--- config.mk ---
export PLATFORM = sky130hd
export DESIGN_NAME = string_to_int64_parser_flat
export DESIGN_NICKNAME = d
export VERILOG_FILES = /design/src/rtl/core/stip_pkg.sv /design/src/rtl/core/stip_req_if.sv /design/src/rtl/core/stip_rsp_if.sv /design/src/rtl/core/stip_csr_if.sv /design/src/rtl/core/stip_ctrl.sv /design/src/rtl/core/stip_dpath.sv /design/src/rtl/core/string_to_int64_parser.sv /design/src/flat_wrapper.sv
export SDC_FILE = /design/constraint.sdc
export NUM_CORES = 2
export LEC_CHECK = 0
export BUFFER_PORTS_ARGS = -buffer_cell sky130_fd_sc_hd__buf_2
export CAP_MARGIN = 20
export CORE_ASPECT_RATIO = 1.2
export CORE_MARGIN = 1.5
export CORE_UTILIZATION = 60
export CTS_CLUSTER_SIZE = 20
export DETAILED_ROUTE_END_ITERATION = 7
export PLACE_DENSITY = 0.81
export REMOVE_ABC_BUFFERS = 1
export SLEW_MARGIN = 0
export SYNTH_ARGS = -nofsm -noshare
export SYNTH_HDL_FRONTEND = slang
export SYNTH_SLANG_ARGS = --single-unit
--- constraint.sdc ---
create_clock -name clock -period 26 [get_ports clock]
set_input_delay 1.3 -clock clock [delete_from_list [all_inputs] [get_ports clock]]
set_output_delay 1.3 -clock clock [all_outputs]
set_load 0.01 [all_outputs]
--- src/rtl/core/stip_pkg.sv ---
// stip_pkg: shared types, character codes and limits for the string-to-int64 parser.
// Used by the channel interfaces, controller, datapath and top level.
package stip_pkg;

   localparam int CHAR_W  = 8;
   localparam int BASE_W  = 6;
   localparam int VALUE_W = 64;
   localparam int END_W   = 13;
   localparam int DIGIT_W = 6;
   localparam int PROD_W  = VALUE_W + BASE_W;
   localparam int SUM_W   = PROD_W + 1;

   localparam logic [BASE_W-1:0] BASE_RESET = 6'd10;
   localparam logic [BASE_W-1:0] BASE_AUTO  = 6'd0;
   localparam logic [BASE_W-1:0] BASE_OCT   = 6'd8;
   localparam logic [BASE_W-1:0] BASE_DEC   = 6'd10;
   localparam logic [BASE_W-1:0] BASE_HEX   = 6'd16;
   localparam logic [BASE_W-1:0] BASE_MIN   = 6'd2;
   localparam logic [BASE_W-1:0] BASE_MAX   = 6'd36;

   localparam logic [CHAR_W-1:0] CHAR_TAB   = 8'd9;
   localparam logic [CHAR_W-1:0] CHAR_CR    = 8'd13;
   localparam logic [CHAR_W-1:0] CHAR_SPACE = 8'd32;
   localparam logic [CHAR_W-1:0] CHAR_PLUS  = 8'd43;
   localparam logic [CHAR_W-1:0] CHAR_MINUS = 8'd45;
   localparam logic [CHAR_W-1:0] CHAR_ZERO  = 8'd48;
   localparam logic [CHAR_W-1:0] CHAR_NINE  = 8'd57;
   localparam logic [CHAR_W-1:0] CHAR_UP_A  = 8'd65;
   localparam logic [CHAR_W-1:0] CHAR_UP_X  = 8'd88;
   localparam logic [CHAR_W-1:0] CHAR_UP_Z  = 8'd90;
   localparam logic [CHAR_W-1:0] CHAR_LO_A  = 8'd97;
   localparam logic [CHAR_W-1:0] CHAR_LO_X  = 8'd120;
   localparam logic [CHAR_W-1:0] CHAR_LO_Z  = 8'd122;
   localparam logic [CHAR_W-1:0] UP_OFFSET  = 8'd55;   // 'A' - 10
   localparam logic [CHAR_W-1:0] LO_OFFSET  = 8'd87;   // 'a' - 10

   localparam logic [SUM_W-1:0] LIMIT_POS = {7'd0, 1'b0, {63{1'b1}}};
   localparam logic [SUM_W-1:0] LIMIT_NEG = {7'd0, 1'b1, {63{1'b0}}};
   localparam logic [VALUE_W-1:0] SAT_POS = {1'b0, {63{1'b1}}};
   localparam logic [VALUE_W-1:0] SAT_NEG = {1'b1, {63{1'b0}}};

   typedef enum logic [2:0] {
      PH_WS,
      PH_SIGN,
      PH_ZERO,
      PH_HEX,
      PH_DIGITS,
      PH_DONE
   } phase_type;

   typedef enum logic [1:0] {
      ST_NONE,
      ST_SEEN,
      ST_OVER
   } status_type;

   typedef enum logic {
      CT_IDLE,
      CT_EXEC
   } ctrl_state_type;

   typedef struct packed {
      logic load;
      logic commit;
   } cmd_type;

   typedef struct packed {
      logic emit;
      logic slot_free;
   } sts_type;

   typedef struct packed {
      logic               valid;
      logic [DIGIT_W-1:0] value;
   } digit_type;

   function automatic digit_type digit_value(input logic [CHAR_W-1:0] c);
      digit_type r;
      r.valid = 1'b1;
      r.value = '0;
      if (c >= CHAR_ZERO && c <= CHAR_NINE) begin
         r.value = DIGIT_W'(c - CHAR_ZERO);
      end else if (c >= CHAR_UP_A && c <= CHAR_UP_Z) begin
         r.value = DIGIT_W'(c - UP_OFFSET);
      end else if (c >= CHAR_LO_A && c <= CHAR_LO_Z) begin
         r.value = DIGIT_W'(c - LO_OFFSET);
      end else begin
         r.valid = 1'b0;
      end
      return r;
   endfunction

   function automatic logic is_space(input logic [CHAR_W-1:0] c);
      return (c >= CHAR_TAB && c <= CHAR_CR) || c == CHAR_SPACE;
   endfunction

endpackage

--- src/rtl/core/stip_req_if.sv ---
// stip_req_if: input channel of the parser, one string byte per item.
// Depends on stip_pkg for field widths.
interface stip_req_if;
   logic                         valid;
   logic                         ready;
   logic [stip_pkg::CHAR_W-1:0]  char_code;
   logic                         last;

   modport source (output valid, output char_code, output last, input ready);
   modport sink   (input valid, input char_code, input last, output ready);
endinterface

--- src/rtl/core/stip_rsp_if.sv ---
// stip_rsp_if: result channel of the parser, one converted number per item.
// Depends on stip_pkg for field widths.
interface stip_rsp_if;
   logic                                valid;
   logic                                ready;
   logic signed [stip_pkg::VALUE_W-1:0] value;
   logic                                overflow;
   logic [stip_pkg::END_W-1:0]          end_offset;

   modport source (output valid, output value, output overflow, output end_offset,
                   input ready);
   modport sink   (input valid, input value, input overflow, input end_offset,
                   output ready);
endinterface

--- src/rtl/core/stip_csr_if.sv ---
// stip_csr_if: write channel for the base_setting register.
// Depends on stip_pkg for the register width.
interface stip_csr_if;
   logic                         valid;
   logic                         ready;
   logic [stip_pkg::BASE_W-1:0]  data;

   modport source (output valid, output data, input ready);
   modport sink   (input valid, input data, output ready);
endinterface

--- src/rtl/core/stip_ctrl.sv ---
// stip_ctrl: handshake sequencer; latches a byte, then commits its step in execute.
// Depends on stip_pkg for the state, command and status types.
module stip_ctrl (
   input  logic               clock,
   input  logic               reset,
   input  logic               req_valid,
   output logic               req_ready,
   input  stip_pkg::sts_type  sts,
   output stip_pkg::cmd_type  cmd
);

   stip_pkg::ctrl_state_type state_ff, state_in;

   always_ff @(posedge clock) begin
      if (reset) begin
         state_ff <= stip_pkg::CT_IDLE;
      end else begin
         state_ff <= state_in;
      end
   end

   always_comb begin
      state_in = state_ff;
      case (state_ff)
         stip_pkg::CT_IDLE: begin
            if (req_valid) state_in = stip_pkg::CT_EXEC;
         end
         stip_pkg::CT_EXEC: begin
            if (!sts.emit || sts.slot_free) state_in = stip_pkg::CT_IDLE;
         end
         default: state_in = stip_pkg::CT_IDLE;
      endcase
   end

   always_comb begin
      req_ready  = 1'b0;
      cmd.load   = 1'b0;
      cmd.commit = 1'b0;
      case (state_ff)
         stip_pkg::CT_IDLE: begin
            req_ready = 1'b1;
            cmd.load  = req_valid;
         end
         stip_pkg::CT_EXEC: begin
            cmd.commit = !sts.emit || sts.slot_free;
         end
         default: ;
      endcase
   end

endmodule

--- src/rtl/core/stip_dpath.sv ---
// stip_dpath: parse state, digit accumulator with registered multiply, base register
// and result register. Depends on stip_pkg; driven by stip_ctrl commands.
module stip_dpath #(
   parameter int MAX_LEN = 4096
) (
   input  logic                                clock,
   input  logic                                reset,
   input  stip_pkg::cmd_type                   cmd,
   output stip_pkg::sts_type                   sts,
   input  logic [stip_pkg::CHAR_W-1:0]         char_code,
   input  logic                                last,
   input  logic                                csr_write,
   input  logic [stip_pkg::BASE_W-1:0]         csr_data,
   output logic                                rsp_valid,
   input  logic                                rsp_ready,
   output logic signed [stip_pkg::VALUE_W-1:0] rsp_value,
   output logic                                rsp_overflow,
   output logic [stip_pkg::END_W-1:0]          rsp_end_offset
);

   localparam int PosW = $clog2(MAX_LEN + 1);
   localparam int EndW = (PosW + 1 > stip_pkg::END_W) ? PosW + 1 : stip_pkg::END_W;
   localparam logic [PosW-1:0] PosMax = PosW'(MAX_LEN);

   logic [stip_pkg::BASE_W-1:0]  cfg_base_ff;
   logic [stip_pkg::CHAR_W-1:0]  char_ff;
   logic                         last_ff;
   logic [stip_pkg::PROD_W-1:0]  prod_ff;

   stip_pkg::phase_type          phase_ff, phase_in;
   stip_pkg::status_type         status_ff, status_in;
   logic                         neg_ff, neg_in;
   logic [stip_pkg::BASE_W-1:0]  base_ff, base_in;
   logic [stip_pkg::VALUE_W-1:0] acc_ff, acc_in;
   logic [PosW-1:0]              pos_ff, pos_in;

   logic                         out_valid_ff, out_valid_in;
   logic [stip_pkg::VALUE_W-1:0] out_value_ff, out_value_in;
   logic                         out_over_ff, out_over_in;
   logic [stip_pkg::END_W-1:0]   out_end_ff, out_end_in;

   stip_pkg::digit_type          dig;
   logic [stip_pkg::SUM_W-1:0]   sum;
   logic [stip_pkg::SUM_W-1:0]   limit;
   logic                         over;
   logic                         first;
   logic                         take;
   logic [stip_pkg::BASE_W-1:0]  take_base;
   logic [stip_pkg::BASE_W-1:0]  first_base;
   logic                         emit;
   logic [EndW-1:0]              end_wide;

   always_ff @(posedge clock) begin
      if (reset) begin
         cfg_base_ff <= stip_pkg::BASE_RESET;
      end else if (csr_write) begin
         cfg_base_ff <= csr_data;
      end
   end

   always_ff @(posedge clock) begin
      if (cmd.load) begin
         char_ff <= char_code;
         last_ff <= last;
      end
      prod_ff <= stip_pkg::PROD_W'(acc_ff) * stip_pkg::PROD_W'(base_ff);
   end

   always_ff @(posedge clock) begin
      if (reset) begin
         phase_ff  <= stip_pkg::PH_WS;
         status_ff <= stip_pkg::ST_NONE;
         neg_ff    <= 1'b0;
         base_ff   <= '0;
         acc_ff    <= '0;
         pos_ff    <= '0;
      end else if (cmd.commit) begin
         phase_ff  <= phase_in;
         status_ff <= status_in;
         neg_ff    <= neg_in;
         base_ff   <= base_in;
         acc_ff    <= acc_in;
         pos_ff    <= pos_in;
      end
   end

   always_ff @(posedge clock) begin
      if (reset) begin
         out_valid_ff <= 1'b0;
      end else begin
         out_valid_ff <= out_valid_in;
      end
      if (cmd.commit && emit) begin
         out_value_ff <= out_value_in;
         out_over_ff  <= out_over_in;
         out_end_ff   <= out_end_in;
      end
   end

   assign dig   = stip_pkg::digit_value(char_ff);
   assign sum   = {1'b0, prod_ff} + stip_pkg::SUM_W'(dig.value);
   assign limit = neg_ff ? stip_pkg::LIMIT_NEG : stip_pkg::LIMIT_POS;
   assign over  = sum > limit;
   assign first_base = (cfg_base_ff == stip_pkg::BASE_AUTO) ? stip_pkg::BASE_DEC : cfg_base_ff;

   always_comb begin
      phase_in  = phase_ff;
      status_in = status_ff;
      neg_in    = neg_ff;
      base_in   = base_ff;
      acc_in    = acc_ff;
      pos_in    = pos_ff;
      first     = 1'b0;
      take      = 1'b0;
      take_base = base_ff;
      emit      = 1'b0;
      end_wide  = '0;

      case (phase_ff)
         stip_pkg::PH_WS: begin
            if (stip_pkg::is_space(char_ff)) begin
               phase_in = stip_pkg::PH_WS;
            end else if (char_ff == stip_pkg::CHAR_MINUS) begin
               neg_in   = 1'b1;
               phase_in = stip_pkg::PH_SIGN;
            end else if (char_ff == stip_pkg::CHAR_PLUS) begin
               phase_in = stip_pkg::PH_SIGN;
            end else begin
               first = 1'b1;
            end
         end
         stip_pkg::PH_SIGN: first = 1'b1;
         stip_pkg::PH_ZERO: begin
            if (char_ff == stip_pkg::CHAR_LO_X || char_ff == stip_pkg::CHAR_UP_X) begin
               base_in  = stip_pkg::BASE_HEX;
               phase_in = stip_pkg::PH_HEX;
            end else begin
               take_base = (cfg_base_ff == stip_pkg::BASE_AUTO) ? stip_pkg::BASE_OCT
                                                                : stip_pkg::BASE_HEX;
               base_in   = take_base;
               take      = 1'b1;
            end
         end
         stip_pkg::PH_HEX: begin
            if (dig.valid && dig.value < stip_pkg::BASE_HEX) begin
               take = 1'b1;
            end else begin
               emit     = 1'b1;
               end_wide = EndW'(pos_ff) - EndW'(1);
            end
         end
         stip_pkg::PH_DIGITS: take = 1'b1;
         default: ;
      endcase

      if (first) begin
         if ((cfg_base_ff == stip_pkg::BASE_AUTO || cfg_base_ff == stip_pkg::BASE_HEX) &&
             char_ff == stip_pkg::CHAR_ZERO) begin
            phase_in  = stip_pkg::PH_ZERO;
            status_in = stip_pkg::ST_SEEN;
            acc_in    = '0;
         end else if (first_base < stip_pkg::BASE_MIN || first_base > stip_pkg::BASE_MAX) begin
            emit     = 1'b1;
            end_wide = '0;
         end else begin
            base_in   = first_base;
            take_base = first_base;
            take      = 1'b1;
         end
      end

      if (take) begin
         if (!dig.valid || dig.value >= take_base) begin
            emit     = 1'b1;
            end_wide = EndW'(pos_ff);
         end else begin
            phase_in = stip_pkg::PH_DIGITS;
            if (status_ff != stip_pkg::ST_OVER) begin
               if (over) begin
                  acc_in    = neg_ff ? stip_pkg::SAT_NEG : stip_pkg::SAT_POS;
                  status_in = stip_pkg::ST_OVER;
               end else begin
                  acc_in    = sum[stip_pkg::VALUE_W-1:0];
                  status_in = stip_pkg::ST_SEEN;
               end
            end
         end
      end

      if (emit) phase_in = stip_pkg::PH_DONE;

      if (last_ff && !emit && phase_in != stip_pkg::PH_DONE) begin
         emit     = 1'b1;
         end_wide = (phase_in == stip_pkg::PH_HEX) ? EndW'(pos_ff)
                                                   : EndW'(pos_ff) + EndW'(1);
      end

      out_value_in = '0;
      out_over_in  = 1'b0;
      out_end_in   = '0;
      if (status_in != stip_pkg::ST_NONE) begin
         out_value_in = neg_in ? (stip_pkg::VALUE_W'(0) - acc_in) : acc_in;
         out_over_in  = (status_in == stip_pkg::ST_OVER);
         out_end_in   = end_wide[stip_pkg::END_W-1:0];
      end

      if (last_ff) begin
         phase_in  = stip_pkg::PH_WS;
         status_in = stip_pkg::ST_NONE;
         neg_in    = 1'b0;
         base_in   = '0;
         acc_in    = '0;
         pos_in    = '0;
      end else begin
         pos_in = (pos_ff < PosMax) ? pos_ff + PosW'(1) : PosMax;
      end
   end

   always_comb begin
      out_valid_in = out_valid_ff && !rsp_ready;
      if (cmd.commit && emit) out_valid_in = 1'b1;
   end

   assign sts.emit      = emit;
   assign sts.slot_free = !out_valid_ff || rsp_ready;

   assign rsp_valid      = out_valid_ff;
   assign rsp_value      = out_value_ff;
   assign rsp_overflow   = out_over_ff;
   assign rsp_end_offset = out_end_ff;

endmodule

--- src/rtl/core/string_to_int64_parser.sv ---
// string_to_int64_parser: streaming strtoll-style conversion of a byte string to int64.
// Each byte is accepted in the idle state and applied in the execute state before the
// next byte is taken (digit step uses a multiply registered from the state left by the
// previous item); a result is registered when its step commits. A held result stalls
// only when a new result must be written. Reset is synchronous, active high: parse state
// cleared, base_setting set to 10. No clearing pass.
module string_to_int64_parser #(
   parameter int MAX_LEN = 4096
) (
   input logic        clock,
   input logic        reset,
   stip_req_if.sink   req,
   stip_rsp_if.source rsp,
   stip_csr_if.sink   csr
);

   stip_pkg::cmd_type cmd;
   stip_pkg::sts_type sts;

   assign csr.ready = 1'b1;

   stip_ctrl u_ctrl (
      .clock     (clock),
      .reset     (reset),
      .req_valid (req.valid),
      .req_ready (req.ready),
      .sts       (sts),
      .cmd       (cmd)
   );

   stip_dpath #(
      .MAX_LEN (MAX_LEN)
   ) u_dpath (
      .clock          (clock),
      .reset          (reset),
      .cmd            (cmd),
      .sts            (sts),
      .char_code      (req.char_code),
      .last           (req.last),
      .csr_write      (csr.valid),
      .csr_data       (csr.data),
      .rsp_valid      (rsp.valid),
      .rsp_ready      (rsp.ready),
      .rsp_value      (rsp.value),
      .rsp_overflow   (rsp.overflow),
      .rsp_end_offset (rsp.end_offset)
   );

endmodule

--- src/flat_wrapper.sv ---
// flat-port wrapper written by rule: the top's interface ports become plain ports
module string_to_int64_parser_flat 
#(
   parameter int MAX_LEN = 4096
)
  (clock, reset, req_valid, req_char_code, req_last, req_ready, rsp_valid, rsp_value, rsp_overflow, rsp_end_offset, rsp_ready, csr_valid, csr_data, csr_ready);
  stip_req_if req_i ();
  stip_rsp_if rsp_i ();
  stip_csr_if csr_i ();
  input logic clock;
  input logic reset;
  input wire logic [$bits(req_i.valid)-1:0] req_valid;
  input wire logic [$bits(req_i.char_code)-1:0] req_char_code;
  input wire logic [$bits(req_i.last)-1:0] req_last;
  output wire logic [$bits(req_i.ready)-1:0] req_ready;
  output wire logic [$bits(rsp_i.valid)-1:0] rsp_valid;
  output wire logic [$bits(rsp_i.value)-1:0] rsp_value;
  output wire logic [$bits(rsp_i.overflow)-1:0] rsp_overflow;
  output wire logic [$bits(rsp_i.end_offset)-1:0] rsp_end_offset;
  input wire logic [$bits(rsp_i.ready)-1:0] rsp_ready;
  input wire logic [$bits(csr_i.valid)-1:0] csr_valid;
  input wire logic [$bits(csr_i.data)-1:0] csr_data;
  output wire logic [$bits(csr_i.ready)-1:0] csr_ready;
  assign req_i.valid = req_valid;
  assign req_i.char_code = req_char_code;
  assign req_i.last = req_last;
  assign req_ready = req_i.ready;
  assign rsp_valid = rsp_i.valid;
  assign rsp_value = rsp_i.value;
  assign rsp_overflow = rsp_i.overflow;
  assign rsp_end_offset = rsp_i.end_offset;
  assign rsp_i.ready = rsp_ready;
  assign csr_i.valid = csr_valid;
  assign csr_i.data = csr_data;
  assign csr_ready = csr_i.ready;
  string_to_int64_parser #(.MAX_LEN(MAX_LEN)) u_core (.clock(clock), .reset(reset), .req(req_i), .rsp(rsp_i), .csr(csr_i));
endmodule
# == Word level (Yosys, flattened, before mapping) ==
# Index checks and enable logic that the tools add are counted.
# op_classes
reduce_logical,25
bitwise_logic,1
n_addsub,8
n_mul,1
n_mux,87
n_lt_le_gt_ge,14
eq_ne,15
# ops
op,n
$mux W64,10
$mux W13,11
$mux W6,14
$add A70 B6 Y71,1
$gt A71 B64 Y1,1
$mul A64 B6 Y70,1
$sub A1 B64 Y64 const A,1
$eq A8 B6 Y1 const B,4
$mux W3,10
$mux W1,29
$add A13 B1 Y13 const B,2
$eq A8 B7 Y1 const B,2
$ge A8 B7 Y1 const B,2
$le A8 B7 Y1 const B,2
$mux W2,7
$lt A13 B13 Y1 const B,1
$sub A13 B1 Y13 const B,1
$sub A6 B6 Y6 const B,2
$logic_and A1 B1 Y1,10
$mux W5,2
$eq A3 B2 Y1 const B,3
$ge A8 B4 Y1 const B,1
$ge A8 B6 Y1 const B,1
$le A8 B4 Y1 const B,1
21 further kinds,32
# word_totals
output_inout_bits,81
ff_bits,254
in_bits,20

# == Logic depth before layout (Yosys ltp) ==
# logic_depth
ltp_word,23
mapped_depth,40

# == Cells and area by module ==
# Synthesis repeated with hierarchy kept, for this count alone.
# unflattened
cells_unflattened,3318
area_unflattened_um2,27264.9
# by_module_without_submodules
module,seq_area_each_um2,n_inst,area_per_inst_um2,cells_per_inst
stip_dpath,5935.7,1,27194.8,3308
stip_ctrl,20.0,1,58.8,8
string_to_int64_parser,0.0,1,11.3,2

# == Worst setup path before layout ==
# OpenSTA, ideal clock, no wires.
# synth_timing
kind,register to register
from,register u_core.u_dpath.char_ff[4] (netlist name)
to,register u_core.u_dpath.out_value_ff (netlist bit u_core.u_dpath.rsp_value[56]) (data pin)
setup_slack_ns,16.586
path_buffers,6
setup_ns,0.261
path_stages_with_launch,40
period_less_slack_ns,9.414
t_arrival_ns,9.153
required_time_ns,25.739
cell_sequence,edfxtp_1 inv_1 ha_1 nor2b_1 a2111oi_2 and3_1 nor2_1 clkbuf_1 nor2b_1 ha_1 fa_1 nand3_1 a211oi_2 o2111ai_1 nor3_1 nand4_1 nor2_1 xor2_1 (+4 left out) a211oi_1 a211oi_1 clkbuf_1 o21ai_1 nand2_1 clkbuf_1 clkbuf_1 clkbuf_1 nor2_1 a21oi_1 ha_1 o21ai_0 nor4b_2 and3_1 clkbuf_1 and3_1 a31oi_1 mux2i_1
# synth_between
elab_chain_cells,15
elab_cells_between_ends,70
classes_between,add/sub: 5; order compare: 11; eq/ne: 6; mux: 37; reduce/logical: 11
# synth_rtl
element,line_no,rtl
start: declaration,stip_dpath.sv:26,logic [stip_pkg::CHAR_W-1:0] char_ff;
start signal: assignment,stip_dpath.sv:63,char_ff <= char_code;
"parallel branches: the longest is 15 deep, another holds $add A70 B6 Y71",--,
end signal: assignment,stip_dpath.sv:94,out_value_ff <= out_value_in;
end: declaration,stip_dpath.sv:38,"logic [stip_pkg::VALUE_W-1:0] out_value_ff, out_value_in;"
# Parallel ways; which one is timed is not known.
# A chain may end at the register's enable or synchronous reset.

# == Final worst setup path ==
# layout_timing
from,register u_core.u_dpath.char_ff[1] (netlist name)
to,register u_core.u_dpath.out_value_ff (netlist bit u_core.u_dpath.rsp_value[56]) (data pin)
# Same word-level chain as after synthesis.

==> impl_summary.log <==
[metrics] outcome: complete, no violations
[metrics] Buffers & Inverters on Critical Path: 3
[metrics] IR drop worst, VDD: 0.0583 mV
[metrics] type of the worst setup path: reg2reg
[metrics] effective utilization at floorplan: 60.8%
[metrics] leakage dissipation: 0.0135 uW
[metrics] met2 Resource Use GR: 61.3%
[metrics] horizontal die dimension: 198 um
[metrics] number of standard-cell rows in the floorplan: 85
[metrics] Antenna Nets Post-Route: 0
[metrics] relative max-transition margin: 21.4%
[metrics] class of the worst hold path: reg2reg
[metrics] number of inserted diodes: 0
[metrics] gr usage total: 37.4%
[metrics] Mapped Cells: 3320
[metrics] deepest level of the CTS H-tree: 1
[metrics] Clock Sinks: 254
[metrics] Post-route DRC: 0
[metrics] 1st-iter DRT viols: 2871
[metrics] Max Fanout on Critical Path: 35
[metrics] met1 Usage GRT: 46.6%
[metrics] nets: 3710
[metrics] gr busiest metal: met2
[metrics] total power density per cell area: 34.2 nW/um^2
[metrics] ports placed on the boundary: 101
[metrics] library cell contributing the largest single delay on the critical path: nor3_1
[metrics] number of flops mapped to enable cells by yosys: 87
[metrics] post-synth design cell area: 27400 um^2
[metrics] CP top delay family: simple AND/OR/NAND/NOR gates
[metrics] Via-to-Cell Ratio: 6.53
[metrics] Core Region: 45000 um^2
[metrics] Hold Vio Cnt, Final: 0
[metrics] minimum period implied by the final worst setup slack: 10870 ps
[metrics] cells resized by post-CTS repair: 0
[metrics] Critical Path RT: 26320 ps
[metrics] clock root buffer: clkbuf_16
[metrics] Area Growth Syn to Fin: 6.45%
[metrics] vertical die dimension: 237 um
[metrics] synthesis warning total: 0
[metrics] number of storage elements in the synthesis netlist: 254
[metrics] minimum setup slack among reg-to-reg paths: 15130 ps
[metrics] routed length per placed instance: 22.3 um
[metrics] overflow left after global routing: 0
[metrics] area enclosed by the die boundary: 46900 um^2
[metrics] number of max-cap violations: 0
[metrics] Peak Freq: 92.0 MHz
[metrics] total length of routed wires: 87.2 mm
[metrics] number of port buffers: 99
[metrics] total negative slack for setup checks: 0 ps
[metrics] Max Root-Sink Buffers: 3
[metrics] fraction of layout cells with a size suffix above 1: 7.29%
[metrics] final non-filler cell area: 29100 um^2
[metrics] number of CTS-inserted buffers: 28
[metrics] flip-flop cell with the highest count after synthesis: dfxtp_1
[metrics] RSZ-0062 raised after global routing: false
[metrics] final worst-path cycle share: 41.8%
[metrics] setup fix buffers added after clock tree synthesis: 0
[metrics] post-layout utilization of the core: 64.7%
[metrics] Setup crit end kind: flop
[metrics] post-place instance area: 28100 um^2
[metrics] TritonCTS clock tree: built
[metrics] first-pass detailed-route iteration total: 6
[metrics] syn_area_per_cell: 8.24 um^2
[metrics] transition time at the pin with the least slew margin: 1180 ps
[metrics] Largest stage delay, worst path: 860 ps
[metrics] number of antenna violations at the first check in global routing: 2
[metrics] post-cts hold buffer count: 0
[metrics] total via count in the routed design: 25500
[metrics] Netlist cell types: 99
[metrics] Async SR Flop Fraction: 0%
[metrics] arrival time at the worst endpoint: 11190 ps
[metrics] pin count of the biggest net entering global routing: 68
[metrics] startpoint types: flop
[metrics] met3 demand-to-capacity share in global routing: 6.58%
[metrics] final weighted congestion in routability-driven placement: 1.03
[metrics] first-pass GRT wire length: 137 mm
[metrics] clock insertion delay at the later pin of the skew report: 570 ps
[metrics] Final setup violation count: 0
[metrics] via count of the first global-routing pass: 25600
[metrics] portion of the post-synthesis area used by sequential elements: 21.8%
[metrics] clock slew at the register clock pins of the worst setup and hold paths: 70 ps
[metrics] worst setup skew after layout: 14.1 ps
[metrics] DP Wirelength: 65.1 mm
[metrics] Max Transition Viols Final: 0
placed cells by master, fill, tap and decap left out, types with 28 or more instances in the layout:
master and count:
xor2_1 57, and3_1 52, nand4_1 45, ha_1 169, a21oi_1 139, clkbuf_16 34
buf_2 99, buf_4 32, o21a_1 29, a31oi_1 30, a22o_1 39, fa_1 250
nand3_1 69, xnor2_1 117, and2_1 45, nand2_1 541, o21ai_0 176, dfxtp_1 160
nor2_1 238, nor3_1 64, inv_1 295, edfxtp_1 87, a21o_1 63, a211oi_1 28
layout make-up:
class / instances / area (um^2)
Timing Repair Buffer: 132 / 763
Inverter: 295 / 1110
Multi-Input combinational cell: 2560 / 19500
Fill cell: 3812 / 15900
Sequential cell: 254 / 5960
Clock inverter: 12 / 82.6
Clock buffer: 40 / 913
Tap cell: 609 / 762
state kept, by name, summed over array words and instances (netlist names), 2 cells and up:
register and cells:
u_core.u_dpath.status_ff 2, u_core.u_dpath.phase_ff 3, u_core.u_dpath.char_ff 8, u_core.u_dpath.prod_ff 70, u_core.u_dpath.rsp_end_offset 13, u_core.u_dpath.base_ff 6, u_core.u_dpath.acc_ff 64, u_core.u_dpath.rsp_value 64
u_core.u_dpath.cfg_base_ff 6, u_core.u_dpath.pos_ff 13
cell families (layout without fill, tap and decap cells):
family                   count (synthesis)  after routing  synth area share, %
XOR/XNOR                               174            174                 5.57
AND/OR/NAND/NOR                       1233           1233                 21.2
buffers and inverters                  506            479                 7.09
multiplexers                            17             17                0.631
other                                    1              1               0.0137
adder cells (fa/ha/maj)                419            419                 26.0
flip-flops                             254            254                 21.8
AO/OA/AOI/OAI                          716            716                 17.7
report_power, final:
group	switching (uW)	internal [uW]
Clock	179	246
Sequential	11.8	423
Combinational	99.6	36.9
final timing paths:
path,startpoint,end,cells past startpoint
worst max-delay path,u_core.u_dpath.char_ff[1],u_core.u_dpath.rsp_value[56],35
worst min-delay path,u_core.u_ctrl.state_ff,u_core.u_dpath.rsp_valid,2
worst max register to register,u_core.u_dpath.char_ff[1],u_core.u_dpath.rsp_value[56],35
worst min register to register,u_core.u_ctrl.state_ff,u_core.u_dpath.rsp_valid,2
cell usage after synthesis, drive strengths merged (7+ instances only):
cell	count	area, um^2
o41ai	7	61.3
o311ai	7	61.3
o2111ai	8	70.1
a21oi	142	714
nor3	68	350
mux2i	15	150
nand4	48	319
a211o	10	87.6
a21o	63	473
o21ai	185	933
nor2b	21	131
or2	12	75.1
a221oi	24	210
a211oi	31	243
o21a	30	226
buf	29	149
a31oi	30	188
a41oi	8	70.1
nand3	69	345
or3	27	169
nand2b	27	169
ha	169	2110
and4	8	72.6
nor4	32	249
xnor2	117	1020
or4	8	67.6
nor3b	7	57.6
clkbuf	182	683
nand2	541	2030
o31ai	24	194
a22o	39	342
edfxtp	87	2610
and3	52	325
nor2	240	903
o22ai	7	43.8
inv	295	1110
xor2	57	499
fa	250	5000
a221o	11	110
dfxtp	167	3340
a2111oi	9	97.6
o211ai	14	110
o21bai	10	75.1
and2	45	282
layer usage:
metal  share of wire (%)  up-vias
met5               0.022        -
met4                 5.6        4
met3                 9.7      335
met2                  47     1498
met1                  37    12300
li1                    -    11300
worst reg2reg max path: cells and delay by family, from the launching register on:
family / cells / cell delay (ps)
AOI/OAI and AO/OA: 9 / 2490
xor gates and xnor gates: 1 / 250
adders and majority gates: 4 / 1120
buffers and inverters: 3 / 800
DFF: 1 / 480
muxes: 1 / 160
and+or+nand+nor: 17 / 5330
per-stage QoR:
step | std cells | total power, uW | setup slack, ps | hold WS [ps]
6_report | 3902 | 996 | 15130 | 506
3_5_place_dp | 3849 | 574 | 15450 | 511
2_1_floorplan | 3109 | 517 | 15990 | 457
4_1_cts | 3901 | 992 | 15430 | 513
3_3_place_gp | 3849 | 572 | 15890 | 481
5_1_grt | 3902 | 1020 | 14340 | 549
Power figures use the tool's default switching activity.
